===== src/sv/hdut_pkg.sv =====
// Package for the half-duplex UART transceiver: register indexes, stream
// field positions, timer widths and the bit-period conversion. No dependencies.
`timescale 1ns / 1ps

package hdut_pkg;

    localparam int TIMER_W  = 12;
    localparam int COUNT_W  = 16;
    localparam int BTIME_W  = 13;
    localparam int CFG_W    = 16;

    typedef logic [0:0]         cfg_idx_t;
    typedef logic [TIMER_W-1:0] timer_t;
    typedef logic [COUNT_W-1:0] count_t;

    localparam cfg_idx_t CFG_BIT_TIME  = 1'b0;
    localparam cfg_idx_t CFG_RX_LENGTH = 1'b1;

    // Slave tdata layout.
    localparam int IN_W          = 16;
    localparam int IN_LEVEL_BIT  = 0;
    localparam int IN_REQ_BIT    = 1;
    localparam int IN_BYTE_LSB   = 2;

    // Master tdata layout.
    localparam int OUT_W         = 32;
    localparam int OUT_TX_BIT    = 0;
    localparam int OUT_BUSY_BIT  = 1;
    localparam int OUT_BYTE_LSB  = 2;
    localparam int OUT_INDEX_LSB = 10;
    localparam int OUT_USED_W    = 26;

    // Ticks per interval minus one: ((us * 5) >> 4), with zero treated as one tick.
    function automatic timer_t ticks_m1(input logic [BTIME_W:0] us);
        logic [15:0]  prod;
        timer_t       t;
        prod = {2'b00, us} + {us, 2'b00};
        t    = prod[15:4];
        return (t == '0) ? '0 : t - timer_t'(1);
    endfunction

    function automatic logic [BTIME_W:0] first_us(input logic [BTIME_W-1:0] bt);
        return {1'b0, bt} + {2'b00, bt[BTIME_W-1:1]};
    endfunction

    localparam logic [BTIME_W-1:0] BIT_TIME_RESET  = 13'd26;
    localparam count_t             RX_LENGTH_RESET = 16'd1;
    localparam timer_t PERIOD_M1_RESET = ticks_m1({1'b0, BIT_TIME_RESET});
    localparam timer_t FIRST_M1_RESET  = ticks_m1(first_us(BIT_TIME_RESET));

endpackage


===== src/sv/half_duplex_uart_transceiver.sv =====
// Half-duplex UART transceiver: an input transfer's result is registered and shows on
// the master side in the cycle after; one item per cycle is sustained while m_tready
// is high, set by the single output register that s_tready looks through.
// Bit timers are preloaded from values worked out at each configuration write.
// rst_n (asynchronous, active low) idles both directions, arms the receiver,
// and restores bit_time_us 26 and rx_length 1.
`timescale 1ns / 1ps

module half_duplex_uart_transceiver
    import hdut_pkg::*;
#(
    parameter int DATA_BITS = 8
)
(
    input  logic                  clk,
    input  logic                  rst_n,
    input  logic                  s_tvalid,
    output logic                  s_tready,
    // rx_level [0], send_request [1], send_byte [9:2], zero [15:10]
    input  logic [IN_W-1:0]       s_tdata,
    output logic                  m_tvalid,
    input  logic                  m_tready,
    // tx_level [0], send_busy [1], rx_byte [9:2], byte_index [25:10], zero [31:26]
    output logic [OUT_W-1:0]      m_tdata,
    // byte_valid [0]
    output logic                  m_tuser,
    output logic                  m_tlast,
    input  logic                  cfg_valid,
    output logic                  cfg_ready,
    input  cfg_idx_t              cfg_index,
    input  logic [CFG_W-1:0]      cfg_data
);

    localparam int PHASE_W = $clog2(DATA_BITS + 3);
    localparam int RX_TOP  = ((DATA_BITS > 8) ? 8 : DATA_BITS) - 1;

    localparam logic [PHASE_W-1:0] PH_IDLE  = PHASE_W'(0);
    localparam logic [PHASE_W-1:0] PH_START = PHASE_W'(1);
    localparam logic [PHASE_W-1:0] PH_DATA0 = PHASE_W'(2);
    localparam logic [PHASE_W-1:0] PH_LAST  = PHASE_W'(DATA_BITS);
    localparam logic [PHASE_W-1:0] PH_STOP  = PHASE_W'(DATA_BITS + 2);

    // Configuration.
    timer_t             period_m1_reg;
    timer_t             first_m1_reg;
    count_t             rx_length_reg;

    // Transmitter and receiver state.
    logic [PHASE_W-1:0] tx_phase_reg, tx_phase_next;
    logic [7:0]         tx_shift_reg, tx_shift_next;
    timer_t             tx_timer_reg, tx_timer_next;
    logic [PHASE_W-1:0] rx_phase_reg, rx_phase_next;
    logic [7:0]         rx_shift_reg, rx_shift_next;
    timer_t             rx_timer_reg, rx_timer_next;
    count_t             rx_count_reg, rx_count_next;
    logic               rx_last_reg, rx_armed_reg, rx_armed_next;

    // Result register.
    logic               out_valid_reg;
    logic               tx_level_reg, tx_level_next;
    logic               busy_reg, busy_next;
    logic               byte_valid_reg, byte_valid_next;
    logic [7:0]         rx_byte_reg, rx_byte_next;
    count_t             index_reg, index_next;
    logic               done_reg, done_next;

    logic               in_accept;
    logic               level, req;
    logic [7:0]         send_byte;
    logic               cfg_write;

    assign s_tready  = !out_valid_reg || m_tready;
    assign in_accept = s_tvalid && s_tready;
    assign cfg_ready = 1'b1;
    assign cfg_write = cfg_valid && cfg_ready;

    assign level     = s_tdata[IN_LEVEL_BIT];
    assign req       = s_tdata[IN_REQ_BIT];
    assign send_byte = s_tdata[IN_BYTE_LSB +: 8];

    always_comb
    begin
        tx_phase_next   = tx_phase_reg;
        tx_shift_next   = tx_shift_reg;
        tx_timer_next   = tx_timer_reg;
        rx_phase_next   = rx_phase_reg;
        rx_shift_next   = rx_shift_reg;
        rx_timer_next   = rx_timer_reg;
        rx_count_next   = rx_count_reg;
        rx_armed_next   = rx_armed_reg;
        byte_valid_next = 1'b0;
        rx_byte_next    = 8'd0;
        index_next      = '0;
        done_next       = 1'b0;

        // Transmitter advances first.
        if (tx_phase_reg != PH_IDLE) begin
            if (tx_timer_reg == '0) begin
                if (tx_phase_reg >= PH_DATA0 && tx_phase_reg < PH_STOP) begin
                    tx_shift_next = tx_shift_reg >> 1;
                end
                tx_phase_next = (tx_phase_reg >= PH_STOP) ? PH_IDLE
                                                          : tx_phase_reg + PHASE_W'(1);
                tx_timer_next = period_m1_reg;
            end else begin
                tx_timer_next = tx_timer_reg - timer_t'(1);
            end
        end
        if (tx_phase_next == PH_IDLE) begin
            tx_timer_next = '0;
        end
        // A request starts only when both directions are quiet.
        if (req && tx_phase_next == PH_IDLE && rx_phase_reg == PH_IDLE) begin
            tx_phase_next = PH_START;
            tx_shift_next = send_byte;
            tx_timer_next = period_m1_reg;
        end

        // Receiver.
        if (rx_phase_reg != PH_IDLE) begin
            if (rx_timer_reg != '0) begin
                rx_timer_next = rx_timer_reg - timer_t'(1);
            end else if (rx_phase_reg <= PH_LAST) begin
                rx_shift_next         = rx_shift_reg >> 1;
                rx_shift_next[RX_TOP] = level;
                rx_phase_next         = rx_phase_reg + PHASE_W'(1);
                rx_timer_next         = period_m1_reg;
            end else begin
                // Middle of the stop bit: hand the byte over.
                byte_valid_next = 1'b1;
                rx_byte_next    = rx_shift_reg;
                index_next      = rx_count_reg;
                rx_count_next   = rx_count_reg + count_t'(1);
                if (rx_count_next == rx_length_reg) begin
                    done_next     = 1'b1;
                    rx_armed_next = 1'b0;
                end
                rx_phase_next = PH_IDLE;
                rx_timer_next = '0;
            end
        end else if (rx_armed_reg && tx_phase_next == PH_IDLE && rx_last_reg && !level) begin
            rx_phase_next = PH_START;
            rx_shift_next = 8'd0;
            rx_timer_next = first_m1_reg;
        end

        if (tx_phase_next == PH_START) begin
            tx_level_next = 1'b0;
        end else if (tx_phase_next >= PH_DATA0 && tx_phase_next < PH_STOP) begin
            tx_level_next = tx_shift_next[0];
        end else begin
            tx_level_next = 1'b1;
        end
        busy_next = (tx_phase_next != PH_IDLE) || (rx_phase_next != PH_IDLE);
    end

    always_ff @(posedge clk or negedge rst_n)
    begin
        if (!rst_n) begin
            period_m1_reg <= PERIOD_M1_RESET;
            first_m1_reg  <= FIRST_M1_RESET;
            rx_length_reg <= RX_LENGTH_RESET;
            tx_phase_reg  <= PH_IDLE;
            tx_shift_reg  <= 8'd0;
            tx_timer_reg  <= '0;
            rx_phase_reg  <= PH_IDLE;
            rx_shift_reg  <= 8'd0;
            rx_timer_reg  <= '0;
            rx_count_reg  <= '0;
            rx_last_reg   <= 1'b1;
            rx_armed_reg  <= 1'b1;
            out_valid_reg <= 1'b0;
        end else begin
            if (in_accept) begin
                tx_phase_reg  <= tx_phase_next;
                tx_shift_reg  <= tx_shift_next;
                tx_timer_reg  <= tx_timer_next;
                rx_phase_reg  <= rx_phase_next;
                rx_shift_reg  <= rx_shift_next;
                rx_timer_reg  <= rx_timer_next;
                rx_count_reg  <= rx_count_next;
                rx_last_reg   <= level;
                rx_armed_reg  <= rx_armed_next;
                out_valid_reg <= 1'b1;
            end else if (m_tready) begin
                out_valid_reg <= 1'b0;
            end
            if (cfg_write) begin
                case (cfg_index)
                    CFG_BIT_TIME:
                    begin
                        period_m1_reg <= ticks_m1({1'b0, cfg_data[BTIME_W-1:0]});
                        first_m1_reg  <= ticks_m1(first_us(cfg_data[BTIME_W-1:0]));
                    end
                    CFG_RX_LENGTH:
                    begin
                        rx_length_reg <= cfg_data;
                        rx_count_reg  <= '0;
                        rx_armed_reg  <= 1'b1;
                    end
                    default:
                    begin
                        rx_length_reg <= rx_length_reg;
                    end
                endcase
            end
        end
    end

    always_ff @(posedge clk)
    begin
        if (in_accept) begin
            tx_level_reg   <= tx_level_next;
            busy_reg       <= busy_next;
            byte_valid_reg <= byte_valid_next;
            rx_byte_reg    <= rx_byte_next;
            index_reg      <= index_next;
            done_reg       <= done_next;
        end
    end

    assign m_tvalid = out_valid_reg;
    assign m_tdata  = {(OUT_W - OUT_USED_W)'(0), index_reg, rx_byte_reg, busy_reg,
                       tx_level_reg};
    assign m_tuser  = byte_valid_reg;
    assign m_tlast  = done_reg;

endmodule


===== config.mk =====
export PLATFORM = sky130hd
export DESIGN_NAME = half_duplex_uart_transceiver
export DESIGN_NICKNAME = d
export VERILOG_FILES = /design/src/sv/hdut_pkg.sv /design/src/sv/half_duplex_uart_transceiver.sv
export SDC_FILE = /design/constraint.sdc
export NUM_CORES = 1
export LEC_CHECK = 0
export BUFFER_PORTS_ARGS = -buffer_cell sky130_fd_sc_hd__buf_2
export CAP_MARGIN = 20
export CORE_UTILIZATION = 55
export DETAILED_ROUTE_END_ITERATION = 6
export GPL_ROUTABILITY_DRIVEN = 0
export PLACE_DENSITY = 0.74
export SLEW_MARGIN = 10
export SYNTH_ARGS = -nofsm -noshare
export SYNTH_HDL_FRONTEND = slang
export SYNTH_SLANG_ARGS = --single-unit

===== constraint.sdc =====
create_clock -name clk -period 4.05 [get_ports clk]
set_input_delay 0.6075 -clock clk [delete_from_list [all_inputs] [get_ports clk]]
set_output_delay 0.6075 -clock clk [all_outputs]
set_load 0.03 [all_outputs]

==> results of run 1 <==
## stage by stage
| step | total power, mW | utilization [%] |
|---|---|---|
| 4_1_cts | 6.14 | 69.0 |
| 5_1_grt | 6.77 | 70.8 |
| 6_report | 6.31 | 70.8 |
| 2_1_floorplan | 3.80 | - |
| 3_3_place_gp | 4.56 | 65.3 |
| 3_5_place_dp | 4.63 | 65.3 |
## layer usage
metal / track usage (%) / wire (um) / up-vias / part of all wire (%)
met2: 44.3 / 10400 / 175 / 48
met3: 4.76 / 740 / 34 / 3.4
met1: 34.8 / 10100 / 3897 / 47
met5: 0 / 0 / - / 0
met4: 8.18 / 416 / 0 / 1.9
li1: - / - / 4159 / -
## how the worst max path moves through the flow
stage / cells after the start / slack (ps) / end
floorplan: 19 / -230 / first_m1_reg[2]
CTS: 19 / 20 / first_m1_reg[9]
detailed placement: 21 / -510 / first_m1_reg[6]
finish: 18 / 20 / first_m1_reg[9]
global route: 15 / -130 / first_m1_reg[9]
global placement: 21 / -440 / first_m1_reg[7]
## kinds of logic (layout without fill, tap and decap cells)
logic type,Yosys count,after routing
fa+ha+maj,48,48
buf+inv,96,255
xor+xnor,78,78
flops,135,135
simple gates,423,423
compound gates,300,300
mux,8,8
other cells,2,7
## power groups by stage
| stage | clock network [mW] | registers (mW) | logic (mW) |
|---|---|---|---|
| after floorplan | 0 | 1.94 | 1.85 |
| after global placement | 0 | 2.02 | 2.54 |
| after detailed placement | 0 | 2.03 | 2.60 |
| after CTS | 1.48 | 2.01 | 2.65 |
| after global routing | 1.54 | 2.06 | 3.17 |
| final | 1.46 | 2.02 | 2.83 |
## timing repair
action	CTS	global route
gates resized for setup	8	54
setup buffers	1	3
pin swaps	9	24
setup endpoints to repair	11	12
## cell type report
cell class / count / area, um^2 / area share (%)
clock buffers: 19 / 443 / 3.90
multi-input cells: 864 / 5570 / 49.0
flip-flops and latches: 135 / 3530 / 31.1
inverters: 39 / 146 / 1.29
clock inverters: 13 / 119 / 1.05
well taps: 216 / 270 / 2.38
repair buffers: 184 / 1290 / 11.3
## Yosys cell counts (all sizes together) (13+ instances only)
master / number
buf: 13
ha: 46
edfxtp: 28
nor2: 80
o21ai: 110
nand2b: 13
nor3: 35
nand2: 170
dfrtp: 98
inv: 39
a21oi: 82
a31oi: 13
clkbuf: 44
and2: 33
xnor2: 44
xor2: 34
nand3: 24
## placed cells by master (no fill, tap or decap), types with 6 or more instances in the layout
cell,count
a21oi_1,72
inv_1,37
clkbuf_16,17
edfxtp_1,28
a31oi_1,11
o21ai_2,8
xnor2_1,42
xor2_1,33
buf_2,56
nor2_1,79
nor4_1,10
ha_1,40
nor3_1,29
o211ai_1,9
a21o_1,9
nand2b_1,11
buf_4,119
nand3_1,24
o22ai_1,12
buf_6,6
and2_1,30
nor3b_1,6
or3_1,10
a21oi_2,8
conb_1,7
a211oi_1,6
and3_1,9
nand2_1,169
nor2b_1,8
dfrtp_1,98
o21ai_0,97
dfstp_2,9
==> impl_metrics.yaml, run 1 <==
status:
  status: "completed"
pwr:
  clkPwrFrac_pct: 23.2
  p_int_mw: 3.84
  pwr-share-comb_pct: 44.8
  p_seq_share_pct: 32.0
  powerDensity_nw_per_um2: 555
  switchingPower_mw: 2.47
  ir_drop_mv: 0.347
  swShare_pct: 39.2
  total_leakage_power_nw: 4.99
clocking:
  clk_pin_slew_worst_paths_ps: 60
  cts_tree: "built"
  htree_levels: 4
  cts-root-buf: "clkbuf_16"
  cts_buffers: 17
  hold_buffers: 0
  numClockSinks: 135
  cts.path.max_buffers: 2
  clk_latency_ps: 420
logic_synthesis:
  synthAdderAreaFrac_pct: 6.62
  synthMuxAreaShare_pct: 0.944
  async_flop_share_pct: 79.3
  avgSynthCellArea_um2: 8.39
  synth_top_family_by_area: "simple AND/OR/NAND/NOR gates"
  synthSimpleGateAreaFrac_pct: 21.7
  synthXorXnorAreaFrac_pct: 7.47
  synth_ff_type: "dfrtp_1"
  ys_top_cells_by_area: "dfrtp_1, edfxtp_1, nand2_1"
  synthCells: 1090
  synth_top_area_cell: "dfrtp_1"
  synth_top_area_share_pct: 26.8
  synth_edf_count: 28
  ys_types: 76
  ys_seq_elements: 135
  ys_seq_area_share_pct: 38.6
  synth-compound-area-share_pct: 20.2
  netlist_area_um2: 9150
  yosys_warnings: 0
timing:
  clock_skew_ps: 10.4
  setup_viol: 0
  setup_slack_ps: 23.9
  fin_crit_sh_pct: 99.4
  hold_ws_ps: 268
  relSlewSlack_pct: 38.3
  period_minus_slack_ps: 4030
  tightest_slew_ps: 917
  max_clock_freq_mhz: 248
  slew_violations: 0
  tns_ps: 0
  rsz0062_at_grt: "yes"
  finalHoldViolations: 0
critical_path:
  startpoint_type: "input port"
  crit_path_frequent_cell: "ha_1"
  worstPathRequired_ps: 4360
  arrival_ps: 4330
  critical_path_class: "input port to flip-flop"
  cp-startpoint: "cfg_data[4]"
  rr_startpoint: "rx_count_reg[0]"
  slowest_delay_ps: 450
  r2r_slack_ps: 540
  slowest_stage: "or4_4"
  crit_path_end_kind: "flip-flop"
  rr_worst_depth: 13
  cp_top_family: "simple AND/OR/NAND/NOR gates"
  r2r_end: "rx_armed_reg"
  cp_num_buf_inv: 2
  path_max_fanout: 4
  cp_cell_sequence: "buf_2, ha_1, nand3_1, o221a_2, xnor2_2, ha_1, and4_4, a21oi_4, a31oi_4, or2_4, xor2_2, a221o_1, nor3_2, nand2_1, or4_4, buf_6, a21boi_2, o22a_1"
detailed_routing:
  viasPerCell: 5.62
  drt_iter0_markers: 581
  final_antenna_net_count: 0
  drc: 0
  firstDrtPassIters: 5
  wl_per_cell_um: 14.8
  routed_wl_mm: 21.7
  vias: 8265
global_route:
  grt_pass1_vias: 7734
  grt-ovfl-total: 0
  grt.total_usage_pct: 26.5
  grt_max_degree: 63
  grt_pass1_wl_mm: 35.8
  antenna_found_initial: 0
die:
  row_count: 46
  die_x_um: 131
  core_um2: 16100
  die_area_um2: 17200
  initial_core_util_pct: 57.0
  ioPinCount: 75
  die_h_um: 131
cells_and_area:
  area_growth_pct: 24.2
  stdcell_area_um2: 11400
  num-nets-final: 1326
  drive_gt1_share_pct: 23.5
  diodes: 0
  instances_no_fill: 1470
  fill_cells: 1245
placed_design:
  place_hpwl_mm: 16.0
  port_buffers: 61
  pre_cts_slack_ps: -512
  dp.cells: 1433
  placed_cell_area_um2: 10500
flow_run:
  drv_cap: 0
min_path:
  hp-class: "input port to async pin"
(Power assumes the default switching activity.)
==> run 2: changes to the inputs <==
--- a/config.mk
+++ b/config.mk
@@ -11,6 +11,7 @@
 export DETAILED_ROUTE_END_ITERATION = 6
 export GPL_ROUTABILITY_DRIVEN = 0
 export PLACE_DENSITY = 0.74
+export SETUP_SLACK_MARGIN = 0.15
 export SLEW_MARGIN = 10
 export SYNTH_ARGS = -nofsm -noshare
 export SYNTH_HDL_FRONTEND = slang
==> constraint.sdc (replaced) <==
create_clock -name clk -period 4.05 [get_ports clk]
set_input_delay 0.2025 -clock clk [delete_from_list [all_inputs] [get_ports clk]]
set_output_delay 0.2025 -clock clk [all_outputs]
set_load 0.03 [all_outputs]
==> impl_metrics.yaml, run 2 (synthesized netlist as in run 1, its figures left out) <==
timing:
  tightest_slew_ps: 1090
  fin_crit_sh_pct: 92.0
  tns_ps: 0
  setup_viol: 0
  relSlewSlack_pct: 27.3
  setup_slack_ps: 323
  rsz0062_at_grt: "no"
  max_clock_freq_mhz: 268
  finalHoldViolations: 0
  clock_skew_ps: 15.9
  slew_violations: 0
  period_minus_slack_ps: 3730
  hold_ws_ps: 39.6
detailed_routing:
  firstDrtPassIters: 5
  routed_wl_mm: 21.4
  drt_iter0_markers: 505
  final_antenna_net_count: 0
  viasPerCell: 5.70
  wl_per_cell_um: 14.8
  vias: 8235
  drc: 0
global_route:
  grt_pass1_wl_mm: 35.8
  grt.total_usage_pct: 26.4
  grt_max_degree: 45
  grt_pass1_vias: 7709
  grt-ovfl-total: 0
  antenna_found_initial: 0
flow_run:
  drv_cap: 0
clocking:
  cts_buffers: 17
  numClockSinks: 135
  cts-root-buf: "clkbuf_16"
  clk_latency_ps: 430
  cts_tree: "built"
  clk_pin_slew_worst_paths_ps: 60
  htree_levels: 4
  cts.path.max_buffers: 2
critical_path:
  r2r_slack_ps: 350
  startpoint_type: "input port"
  path_max_fanout: 4
  cp_cell_sequence: "buf_2, ha_1, a21o_1, or3_1, o21ai_0, a21oi_2, xnor2_1, inv_1, ha_1, a21oi_1, o21ai_0, and2_1, buf_4, xor2_1, or4_1, a21boi_1, o22a_1"
  critical_path_class: "input port to flip-flop"
  crit_path_end_kind: "flip-flop"
  cp_top_family: "compound AO/OA/AOI/OAI gates"
  arrival_ps: 4080
  slowest_delay_ps: 540
  worstPathRequired_ps: 4400
  slowest_stage: "or4_1"
  cp_num_buf_inv: 3
die:
  core_um2: 16100
  initial_core_util_pct: 57.0
  die_area_um2: 17200
  row_count: 46
  ioPinCount: 75
  die_h_um: 131
  die_x_um: 131
placed_design:
  port_buffers: 61
  placed_cell_area_um2: 10200
  pre_cts_slack_ps: -106
  place_hpwl_mm: 15.7
cells_and_area:
  final_cell_mix: "nand2_1, o21ai_0, dfrtp_1"
  diodes: 0
  fill_cells: 1281
  drive_gt1_share_pct: 18.6
  layout.area.seq_um2: 3530
  area_growth_pct: 19.7
  stdcell_area_um2: 11000
  multi_input_area_um2: 5360
  num-nets-final: 1300
  layout_commonest_cell: "nand2_1"
pwr:
  total_leakage_power_nw: 4.80
  switchingPower_mw: 2.38
  p_seq_share_pct: 32.8
  ir_drop_mv: 0.373
  swShare_pct: 38.6
  powerDensity_nw_per_um2: 563
  clkPwrFrac_pct: 25.1
  pwr-share-comb_pct: 42.1
  p_int_mw: 3.78
  power_mw: 6.17
min_path:
  hp-class: "input port to flip-flop"
status:
  status: "completed"
[run 2: routing by layer]
layer  routed length [um]  global-route usage, %  vias up
met4                  318                   9.26        0
met2                10300                   44.4      184
met1                10100                   34.5     3929
met3                  772                   4.36       24
met5                    0                      0        -
li1                     -                      -     4098
[run 2: worst paths after layout]
check | start | end | cells after the start
setup / recovery | cfg_data[7] | first_m1_reg[9] | 17
hold / removal | s_tdata[9] | tx_shift_reg[7] | 3
setup reg to reg | rx_count_reg[0] | rx_armed_reg | 13
hold reg to reg | first_m1_reg[3] | first_m1_reg[3] | 2
max in group asynchronous | rst_n | first_m1_reg[3] | 3
min in group asynchronous | rst_n | tx_shift_reg[5] | 2
[run 2: cell type report]
cell class                      instances  share of cell area [%]
Multi-Input combinational cell        864                    48.9
Inverter                               39                    1.34
Clock buffer                           20                    4.18
Sequential cell                       135                    32.2
Timing Repair Buffer                  158                    9.63
Tap cell                              216                    2.47
Clock inverter                         12                    1.27
[run 2: power groups by stage]
stage / Combinational (mW) / Clock, mW / Sequential, mW
global route: 2.92 / 1.62 / 2.07
detailed placement: 2.52 / 0 / 2.03
floorplan: 1.85 / 0 / 1.94
finish: 2.60 / 1.55 / 2.02
global placement: 2.45 / 0 / 2.02
CTS: 2.55 / 1.57 / 2.01
[run 2: repair_timing]
item,in CTS,in global routing
gates resized for setup,0,9
setup buffers,0,2
hold endpoints to repair,32,0
hold buffers,6,0
setup endpoints to repair,0,12
[run 2: tightest hold or removal path, delay by kind of cell]
family | cells | cell delay, ps
buffers and inverters | 1 | 100
AO/OA/AOI/OAI | 1 | 70
AND/OR/NAND/NOR | 1 | 50
[run 2: metrics by stage]
step,std cells,util [%]
after floorplan,1095,-
after global placement,1404,63.7
after detailed placement,1404,63.7
after CTS,1442,67.8
after global routing,1444,68.2
final,1444,68.2
